<file path="config.mk">
export PLATFORM = sky130hd
export DESIGN_NAME = next_fit_bitmap_allocator_core
export DESIGN_NICKNAME = d
export VERILOG_FILES = /design/src/sv/nfba_pkg.sv /design/src/sv/next_fit_bitmap_allocator_core.sv
export SDC_FILE = /design/constraint.sdc
export NUM_CORES = 2
export LEC_CHECK = 0
export BUFFER_PORTS_ARGS = -buffer_cell sky130_fd_sc_hd__buf_2
export CORE_ASPECT_RATIO = 0.6
export CORE_UTILIZATION = 52
export DETAILED_ROUTE_END_ITERATION = 16
export GPL_ROUTABILITY_DRIVEN = 0
export PLACE_DENSITY = 0.68
export SKIP_CTS_REPAIR_TIMING = 1
export SYNTH_ARGS = -nofsm -noshare
export SYNTH_HDL_FRONTEND = slang
export SYNTH_SLANG_ARGS = --single-unit
</file>
<file path="constraint.sdc">
create_clock -name clk -period 3.8 [get_ports clk]
set_input_delay 0.76 -clock clk [delete_from_list [all_inputs] [get_ports clk]]
set_output_delay 0.76 -clock clk [all_outputs]
set_load 0.1 [all_outputs]
</file>
<file path="src/sv/nfba_pkg.sv">
package nfba_pkg;

  localparam int NFBA_ENTRIES = 1024;
  localparam int WORD_BITS = 32;
  localparam int BIT_W = 5;
  localparam int CMD_W = 2;
  localparam int ENTRY_W = 11;
  localparam int STATUS_W = 2;

  typedef enum logic [CMD_W-1:0] {
    CMD_FIND    = 2'd0,
    CMD_MARK    = 2'd1,
    CMD_RELEASE = 2'd2,
    CMD_QUERY   = 2'd3
  } cmd_t;

  typedef enum logic [STATUS_W-1:0] {
    ST_OK    = 2'd0,
    ST_NONE  = 2'd1,
    ST_RANGE = 2'd2
  } status_t;

  // position of the lowest set bit of a word, zero when the word is empty
  function automatic logic [BIT_W-1:0] lowest_bit(input logic [WORD_BITS-1:0] v);
    logic [BIT_W-1:0] pos;
    pos = '0;
    for (int i = WORD_BITS - 1; i >= 0; i--) begin
      if (v[i]) begin
        pos = BIT_W'(i);
      end
    end
    return pos;
  endfunction

endpackage

</file>
<file path="src/sv/next_fit_bitmap_allocator_core.sv">
// next-fit bitmap allocator over ENTRIES entries numbered from 1
//
// an item (command, entry_number) is taken at a rising edge with start high
// and busy low. each item gives exactly one result on found_entry, entry_free
// and status, held for one cycle and marked by done. the receiver cannot stall
// the block, so a result is never held back and the next item may be taken
// in the cycle in which a result is shown.
//
// the occupancy map sits in one synchronous memory of 32-bit words, one read
// and one write a cycle, read data registered.
// - mark, release, query: read, then in the read-modify-write state mark and
//   release modify and write back, query only reads; busy until the result
// - entry number out of range: result the next cycle, busy stays low
// - find: one word read per cycle in the scan state, from the pointer's word
//   round to it again
//
// after reset a clearing pass writes zeros to every word, one per cycle;
// busy is high meanwhile. the search pointer returns to entry 1.
module next_fit_bitmap_allocator_core
  import nfba_pkg::*;
#(
  parameter int ENTRIES = NFBA_ENTRIES
) (
  input  logic                clk,
  input  logic                rst,
  input  logic                start,
  output logic                busy,
  input  logic [CMD_W-1:0]    command,
  input  logic [ENTRY_W-1:0]  entry_number,
  output logic                done,
  output logic [ENTRY_W-1:0]  found_entry,
  output logic                entry_free,
  output logic [STATUS_W-1:0] status
);

  localparam int WORDS = (ENTRIES + WORD_BITS - 1) / WORD_BITS;
  localparam int IW = (WORDS > 1) ? $clog2(WORDS) : 1;
  localparam int XW = IW + BIT_W;
  localparam int CW = $clog2(WORDS + 1);
  localparam int LAST_BITS = ENTRIES - (WORDS - 1) * WORD_BITS;
  localparam logic [WORD_BITS-1:0] LAST_MASK =
    WORD_BITS'((33'd1 << LAST_BITS) - 33'd1);

  typedef enum logic [3:0] {
    S_CLEAR = 4'b0001,
    S_IDLE  = 4'b0010,
    S_SCAN  = 4'b0100,
    S_RMW   = 4'b1000
  } state_t;

  state_t state;

  logic [WORD_BITS-1:0] mem [WORDS];
  logic [WORD_BITS-1:0] rd_data;
  logic [IW-1:0]        rd_addr;
  logic                 mem_we;
  logic [IW-1:0]        wr_addr;
  logic [WORD_BITS-1:0] wr_data;

  logic [IW-1:0]        clr_addr;
  logic [XW-1:0]        ptr;
  logic [XW-1:0]        ent_idx;
  cmd_t                 cmd;
  logic [IW-1:0]        cur_word;
  logic [CW-1:0]        scan_cnt;

  logic                 accept;
  logic                 in_range;
  logic [XW-1:0]        in_idx;
  logic [IW-1:0]        nxt_word;
  logic [WORD_BITS-1:0] free_vec;
  logic [BIT_W-1:0]     hit_bit;
  logic [XW-1:0]        hit_idx;
  logic [BIT_W-1:0]     ent_bit;

  assign busy     = (state != S_IDLE);
  assign accept   = start && !busy;
  assign in_range = (32'(entry_number) >= 32'd1) && (32'(entry_number) <= 32'(ENTRIES));
  assign in_idx   = XW'(32'(entry_number) - 32'd1);
  assign nxt_word = (cur_word == IW'(WORDS - 1)) ? '0 : cur_word + IW'(1);
  assign ent_bit  = ent_idx[BIT_W-1:0];

  // free bits of the word under scan: padding beyond the last entry counts
  // as occupied, and on the first visit bits below the pointer are skipped
  always_comb begin
    free_vec = ~rd_data;
    if (cur_word == IW'(WORDS - 1)) begin
      free_vec = free_vec & LAST_MASK;
    end
    if (scan_cnt == '0) begin
      free_vec = free_vec & ~((WORD_BITS'(1) << ptr[BIT_W-1:0]) - WORD_BITS'(1));
    end
  end

  assign hit_bit = lowest_bit(free_vec);
  assign hit_idx = {cur_word, hit_bit};

  always_comb begin
    rd_addr = '0;
    mem_we  = 1'b0;
    wr_addr = ent_idx[XW-1:BIT_W];
    wr_data = rd_data;
    unique case (state)
      S_CLEAR: begin
        mem_we  = 1'b1;
        wr_addr = clr_addr;
        wr_data = '0;
      end
      S_IDLE: begin
        rd_addr = (cmd_t'(command) == CMD_FIND) ? ptr[XW-1:BIT_W] : in_idx[XW-1:BIT_W];
      end
      S_SCAN: begin
        rd_addr = nxt_word;
      end
      S_RMW: begin
        mem_we = (cmd == CMD_MARK) || (cmd == CMD_RELEASE);
        if (cmd == CMD_MARK) begin
          wr_data = rd_data | (WORD_BITS'(1) << ent_bit);
        end else begin
          wr_data = rd_data & ~(WORD_BITS'(1) << ent_bit);
        end
      end
      default: begin
        rd_addr = '0;
      end
    endcase
  end

  always_ff @(posedge clk) begin
    if (mem_we) begin
      mem[wr_addr] <= wr_data;
    end
    rd_data <= mem[rd_addr];
  end

  always_ff @(posedge clk) begin
    if (rst) begin
      state    <= S_CLEAR;
      clr_addr <= '0;
      ptr      <= '0;
      done     <= 1'b0;
    end else begin
      done <= 1'b0;
      unique case (state)
        S_CLEAR: begin
          clr_addr <= clr_addr + IW'(1);
          if (clr_addr == IW'(WORDS - 1)) begin
            state <= S_IDLE;
          end
        end
        S_IDLE: begin
          if (accept) begin
            cmd      <= cmd_t'(command);
            ent_idx  <= in_idx;
            cur_word <= ptr[XW-1:BIT_W];
            scan_cnt <= '0;
            if (cmd_t'(command) == CMD_FIND) begin
              state <= S_SCAN;
            end else if (in_range) begin
              state <= S_RMW;
            end else begin
              done        <= 1'b1;
              found_entry <= '0;
              entry_free  <= 1'b0;
              status      <= ST_RANGE;
            end
          end
        end
        S_SCAN: begin
          cur_word <= nxt_word;
          scan_cnt <= scan_cnt + CW'(1);
          if (free_vec != '0) begin
            ptr         <= hit_idx;
            state       <= S_IDLE;
            done        <= 1'b1;
            found_entry <= ENTRY_W'(32'(hit_idx) + 32'd1);
            entry_free  <= 1'b0;
            status      <= ST_OK;
          end else if (scan_cnt == CW'(WORDS)) begin
            state       <= S_IDLE;
            done        <= 1'b1;
            found_entry <= '0;
            entry_free  <= 1'b0;
            status      <= ST_NONE;
          end
        end
        S_RMW: begin
          state       <= S_IDLE;
          done        <= 1'b1;
          found_entry <= '0;
          entry_free  <= (cmd == CMD_QUERY) ? ~rd_data[ent_bit] : 1'b0;
          status      <= ST_OK;
        end
        default: begin
          state <= S_CLEAR;
        end
      endcase
    end
  end

  a_range_reply: assert property (@(posedge clk) disable iff (rst)
    accept && (cmd_t'(command) != CMD_FIND) && !in_range
      |=> done && (status == ST_RANGE))
    else $error("out-of-range item did not answer with a range status");

  a_write_states: assert property (@(posedge clk) disable iff (rst)
    mem_we |-> (state == S_CLEAR) || (state == S_RMW))
    else $error("map written outside clearing or read-modify-write");

  a_scan_bound: assert property (@(posedge clk) disable iff (rst)
    (state == S_SCAN) |-> (scan_cnt <= CW'(WORDS)))
    else $error("find scan ran past one full round of the map");

  a_none_zero: assert property (@(posedge clk) disable iff (rst)
    done && (status != ST_OK) |-> (found_entry == '0) && !entry_free)
    else $error("failed item carries a found entry or free flag");

  a_one_result: assert property (@(posedge clk) disable iff (rst)
    done && $past(done) |-> $past(accept, 2) || $past(state) == S_IDLE)
    else $error("two results for one item");

endmodule
</file>
* Word-level counts from Yosys, hierarchy flattened *
Memory sizes are Yosys's and may differ from the RTL's. A register that Yosys moved wholly into a read port is not among the register bits.
Index checks and enable logic that the tools add are counted.

cells by class
  add/subtract/negate cells = 6
  order comparisons = 3
  equal/unequal tests = 17
  shifts and indexed selects = 2
  muxes and demuxes = 80
  bitwise gates (word level) = 8
  reduce and logical (&&, ||, !) cells = 14

operator list
  kind                                                                count
  two-way mux 5 bit                                                   36
  NOT 32 bit                                                          3
  AND 32 bit                                                          2
  two-way mux 32 bit                                                  2
  one-hot mux 32 bit (2 select lines)                                 1
  << shifter 1 x 5 -> 32 bit, first input constant                    2
  two-way mux 11 bit                                                  5
  one-hot mux 11 bit (3 select lines)                                 1
  bitwise OR 32 bit                                                   1
  nonzero test 32 bit                                                 1
  subtractor 32 x 1 -> 32 bit, second input constant                  1
  two-way mux 4 bit                                                   6
  one-hot mux 5 bit (2 select lines)                                  2
  one-hot mux 4 bit (4 select lines)                                  1
  two-way mux 1 bit                                                   14
  one-hot mux 6 bit (2 select lines)                                  1
  adder 10 x 1 -> 11 bit, second input constant                       1
  greater-or-equal comparator 11 x 1 -> 1 bit, second input constant  1
  <= comparator 11 bit, second input constant                         1
  adder 5 x 1 -> 5 bit, second input constant                         2
  == test 5 bit, second input constant                                2
  two-way mux 2 bit                                                   5
  subtractor 10 x 1 -> 10 bit, second input constant                  1
  != test 2 bit, second input constant                                4
  other kinds (28)                                                    34

storage, ports and cells
  register bits = 57
  bits in writable memories = 1,024
  input bits = 16
  output and inout port bits = 16
  word-level logic and storage cells = 142
  memories = 1

memory list
  name  words  bits a word  rd ports  clocked after Yosys merged registers in  wr ports  RTL line                              text
  mem   32     32           1         1                                        1         next_fit_bitmap_allocator_core.sv:53  logic [WORD_BITS-1:0] mem [WORDS];

* Logic depth before layout (Yosys ltp) *
  depth in word-level cells = 40
  depth in mapped cells = 18
  mapped depth without buffers = 15

* Least setup slack after synthesis *
No wires, ideal clock.

  path kind = register -> register
  start = register ptr[0]
  end = register found_entry[8], data pin
  library setup time = 0.146 ns
  arrival time = 4.048 ns
  required time = 3.654 ns
  slack = -0.394 ns
  stages on the path, launching flop included = 19
  path buffers = 4
  clock period less this slack = 4.194 ns
  cells stage by stage = dfxtp_1 > clkbuf_1 > buf_2 > nand3_1 > ha_1 > buf_2 > buf_2 > nand3_1 > o311ai_0 > a311oi_1 > nor2_1 > a211o_1 > a32o_1 > nor3b_1 > nor3_1 > ha_1 > o211ai_1 > or4_1 > a21oi_1

between the ends
  cells in the longest elaborated chain, start to end = 40
  elaborated cells on any way between the ends = 41
  those cells by class = add/sub: 2; shift: 1; mux: 35; bitwise: 2; reduce/logical: 1

ends and longest elaborated chain
  item                                   RTL line                               text
  from (decl)                            next_fit_bitmap_allocator_core.sv:61   logic [XW-1:0] ptr;
  from (signal assigned)                 next_fit_bitmap_allocator_core.sv:173  ptr <= hit_idx;
  << shifter 1 x 5 -> 32 bit *           next_fit_bitmap_allocator_core.sv:91   free_vec = free_vec & ~((WORD_BITS'(1) << ptr[BIT_W-1:0]) - WORD_BITS'(1));
  subtractor 32 x 1 -> 32 bit *          next_fit_bitmap_allocator_core.sv:91
  NOT 32 bit *                           next_fit_bitmap_allocator_core.sv:91
  AND 32 bit *                           next_fit_bitmap_allocator_core.sv:91
  two-way mux 32 bit *                   next_fit_bitmap_allocator_core.sv:90   if (scan_cnt == '0) begin
  two-way mux 5 bit (31 in series)       nfba_pkg.sv:28                         if (v[i]) begin
  two-way mux 5 bit *                    nfba_pkg.sv:28
  net hit_bit[1]                         next_fit_bitmap_allocator_core.sv:72   logic [BIT_W-1:0] hit_bit;
  adder 10 x 1 -> 11 bit *               next_fit_bitmap_allocator_core.sv:176  found_entry <= ENTRY_W'(32'(hit_idx) + 32'd1);
  two-way mux 11 bit *                   next_fit_bitmap_allocator_core.sv:172  if (free_vec != '0) begin
  one-hot mux 11 bit (3 select lines) *  next_fit_bitmap_allocator_core.sv:144  unique case (state)
  to (signal assigned)                   next_fit_bitmap_allocator_core.sv:176
  to (decl)                              next_fit_bitmap_allocator_core.sv:31   output logic [ENTRY_W-1:0] found_entry,

Mark *: on every way through the listed nets, which the timed path passes. The rest lies on a longest branch.
A chain may end at the register's enable or synchronous reset.

* Worst setup path in the final report *
  start = register scan_cnt[0]
  end = register found_entry[8], data pin

between the ends
  cells in the longest elaborated chain, start to end = 37
  elaborated cells on any way between the ends = 38
  those cells by class = add/sub: 1; mux: 35; reduce/logical: 2

ends and longest elaborated chain
  item                                   RTL line                               text
  from (decl)                            next_fit_bitmap_allocator_core.sv:65   logic [CW-1:0] scan_cnt;
  from (signal assigned)                 next_fit_bitmap_allocator_core.sv:171  scan_cnt <= scan_cnt + CW'(1);
  logical NOT 6 bit *                    next_fit_bitmap_allocator_core.sv:90
  two-way mux 32 bit *                   next_fit_bitmap_allocator_core.sv:90
  two-way mux 5 bit (31 in series)       nfba_pkg.sv:28
  two-way mux 5 bit *                    nfba_pkg.sv:28
  net hit_bit[1]                         next_fit_bitmap_allocator_core.sv:72
  adder 10 x 1 -> 11 bit *               next_fit_bitmap_allocator_core.sv:176
  two-way mux 11 bit *                   next_fit_bitmap_allocator_core.sv:172
  one-hot mux 11 bit (3 select lines) *  next_fit_bitmap_allocator_core.sv:144

Marks and branches as above.

==> impl_results.md <==
* Status: finished, violations left
* Violated checks: negative setup slack
* Row cnt at 83
* Clk slew on worst S/H paths at 0.08 ns
* Post-synth top flop: edfxtp_1
* Commonest non-fill, non-tap cells in the layout: edfxtp_1, nand2_1, nand3_1
* WL/cell at 27.2 µm
* Fin crit share at 1.00
* Max Slew Vio Count at 0
* Post-synth EDFFs at 1061
* Ys async rst share at 0
* Root Buffer: clkbuf_16
* Post-Synthesis Cell Area at 0.0454 mm²
* Max-cap check violation count at 0
* Post-DR vias/cell at 6.34
* Logic gate share of total power at 0.073
* Cts bufs inserted at 96
* HPWL Detailed at 75300 µm
* Netlist cell types at 80
* Die extent in y at 231 µm
* Syn Nets at 3493
* Inst Count DP at 4695
* Clk_lat worst skew at 0.71 ns
* Flops & latches, synth at 1113
* CP startpoint kind: flop
* Least-Margin Pin Slew at 1.35 ns
* WP data required at 4.27 ns
* Skew final at 0.0218 ns
* Internal at 20.7 mW
* Post-route ant nets at 0
* Crit path max-delay family: compound AO/OA/AOI/OAI gates
* Reg power frac at 0.535
* Worst-path maximum fanout at 5
* Clock Path Buffers at 3
* Hold Crit Class: input pin to flop
* F_max at 263 MHz
* Pwr Density at 509 mW/mm²
* Via count at 30960
* Clock power share at 0.392
* CP Depth at 15
* Most used cell, CP: ha_2
* Die width at 383 µm
* Fin nets at 3683
* IO Count at 32
* CORE AREA at 0.0860 mm²
* Worst path cell trace: inv_1 > ha_2 > or4b_4 > nor3_4 > a32oi_2 > a2111oi_2 > o31ai_1 > a32o_2 > nor3b_4 > nor3_2 > ha_2 > o211ai_1 > buf_4 > o31ai_2 > a21oi_2
* Worst setup margin at -0.00829 ns
* Total grt overflow at 0
* Worst EP arrival at 4.27 ns
* Cells after synthesis at 3465
* Sw Pwr at 6.39 mW
* CP startpoint: scan_cnt[0]$_SDFFCE_PP0P_
* Initial core utilization at 0.528
* Final cell count without fillers at 4887
* Worst VDD drop at 432 µV
* Synth-to-Final Area Change at 17.4%
* Slew headroom at 0.0996
* Worst reg2reg startpoint: scan_cnt[0]$_SDFFCE_PP0P_
* Switch share at 0.236
* Register area share after synthesis at 0.725
* Final setup violation count at 2
* R2r worst-path depth at 15
* Worst path slowest cell: or4b_4
* Mapped Avg Cell Area at 13.1 µm²
* First-pass GRT wire length at 192000 µm
* Ys Warns at 0
* PortBufs at 31
* WL final at 133000 µm
* P_leak at 18.1 nW
* H-tree depth at 3
* Tmin final at 3.81 ns
* DRC Markers at 0
* Initial drt markers at 4958
* Crit path kind: flop to flop
* Largest net degree at the start of global routing at 50
* Element type at the critical path end: flop
* Setup_tns at -0.00918 ns
* Worst R2R End: found_entry[8]$_SDFFCE_PN0P_
* R2R Setup Slk at -0.008 ns
* Critical Path End: found_entry[8]$_SDFFCE_PN0P_
* Layout cells sized above 1 at 0.163
* Initial antenna violation count at 1
* Clock sink count at 1113
* Total GRT Usage at 0.299
* RSZ-0062 raised after global routing: true
* Commonest non-fill, non-tap cell in the layout: edfxtp_1
* CP peak stage delay at 0.53 ns
* Vias in the first global route at 28529
* Crit path buffers/inverters at 2
* DRT Pass-1 Iters at 7
* CTS tree: yes
* DIE AREA at 0.0885 mm²
* Hold violation count in the final report at 0
[flip-flops by register name, indices dropped and copies added, names as in the netlist, 2 cells and up]
| register | flops |
|---|---|
| mem | 1024 |
| ptr | 10 |
| found_entry | 11 |
| cur_word | 5 |
| state | 4 |
| rd_data | 32 |
| clr_addr | 5 |
| ent_idx | 10 |
| status | 2 |
| cmd | 2 |
| scan_cnt | 6 |
[cells in the mapped netlist (9+ instances only)]
cell	number	area, µm²
a32oi_1	98	858
nor4_1	11	68.8
o21ai_0	75	375
edfxtp_1	1061	31900
nand3_1	338	1690
or3_1	9	56.3
or2_2	10	62.6
nor2_1	76	285
nand2b_1	21	131
o31ai_1	12	90.1
nand4_1	40	250
a2111oi_0	33	289
nor2b_1	11	68.8
a21o_1	9	67.6
nand2_1	899	3370
buf_2	61	305
and3_1	13	81.3
inv_1	22	82.6
nor3_1	25	125
buf_1	15	56.3
ha_1	12	150
clkbuf_1	141	529
dfxtp_1	52	1040
a21oi_1	60	300
xor2_1	11	96.3
a31oi_1	109	682
mux2i_1	105	1050
a221oi_1	9	78.8
mux4_2	10	225
[layer usage]
metal / GRT usage / routed length [µm] / up-vias
met3: 0.0748 / 18200 / 279
met5: 0 / 0 / -
met2: 0.415 / 55400 / 2192
met4: 0.0904 / 3970 / 0
met1: 0.462 / 55400 / 15049
li1: - / - / 13440
[power by group through the flow]
| stage | clock, mW | combinational [mW] | sequential [mW] |
|---|---|---|---|
| global placement | 0 | 1.89 | 14.7 |
| floorplan | 0 | 0.965 | 14.5 |
| detailed placement | 0 | 1.91 | 14.7 |
| CTS | 10.7 | 1.91 | 14.5 |
| finish | 10.6 | 1.98 | 14.5 |
| global route | 11.1 | 2.10 | 14.5 |
[how the worst min path moves through the flow]
stage / startpoint / endpoint / slack [ns] / depth (start not counted)
2_1_floorplan: ptr[9]$_SDFFE_PP0P_ / ptr[9]$_SDFFE_PP0P_ / 0.45 / 2
3_3_place_gp: ptr[0]$_SDFFE_PP0P_ / ptr[0]$_SDFFE_PP0P_ / 0.47 / 2
3_5_place_dp: ptr[0]$_SDFFE_PP0P_ / ptr[0]$_SDFFE_PP0P_ / 0.48 / 2
4_1_cts: command[0] / cmd[0]$_DFFE_PP_ / 0.25 / 1
5_1_grt: command[0] / cmd[0]$_DFFE_PP_ / 0.28 / 1
6_report: command[0] / cmd[0]$_DFFE_PP_ / 0.29 / 1
[cells by family (layout without fill, tap and decap cells)]
logic type | count (synthesis) | in the layout | synth area share
AO/OA/AOI/OAI | 469 | 469 | 0.0735
multiplexers | 116 | 116 | 0.0284
adder cells (fa/ha/maj) | 13 | 13 | 0.00353
flip-flops | 1113 | 1113 | 0.725
buffers and inverters | 247 | 521 | 0.0228
XOR/XNOR | 19 | 19 | 0.00367
AND/OR/NAND/NOR | 1488 | 1488 | 0.143
other | 0 | 1 | 0
[layout make-up]
class	count	area, µm²
Inverter	23	86.3
Multi-Input combinational cell	2105	12100
Clock buffer	131	2670
Tap cell	1147	1440
Fill cell	6258	32700
Antenna cell	1	2.50
Timing Repair Buffer	316	3380
Clock inverter	51	761
Sequential cell	1113	32900
[through the flow]
step           hold slack [ns]  utilization  setup WS, ns  instance area [µm²]  power, mW
2_1_floorplan            0.449            -       -0.0408                45500       15.4
3_3_place_gp             0.473        0.578        -0.162                49700       16.6
3_5_place_dp             0.482        0.578        -0.214                49700       16.6
4_1_cts                  0.249        0.618       -0.0899                53100       27.1
5_1_grt                  0.283        0.620        -0.226                53300       27.7
6_report                 0.290        0.620      -0.00829                53300       27.1
(Power assumes the default switching activity.)
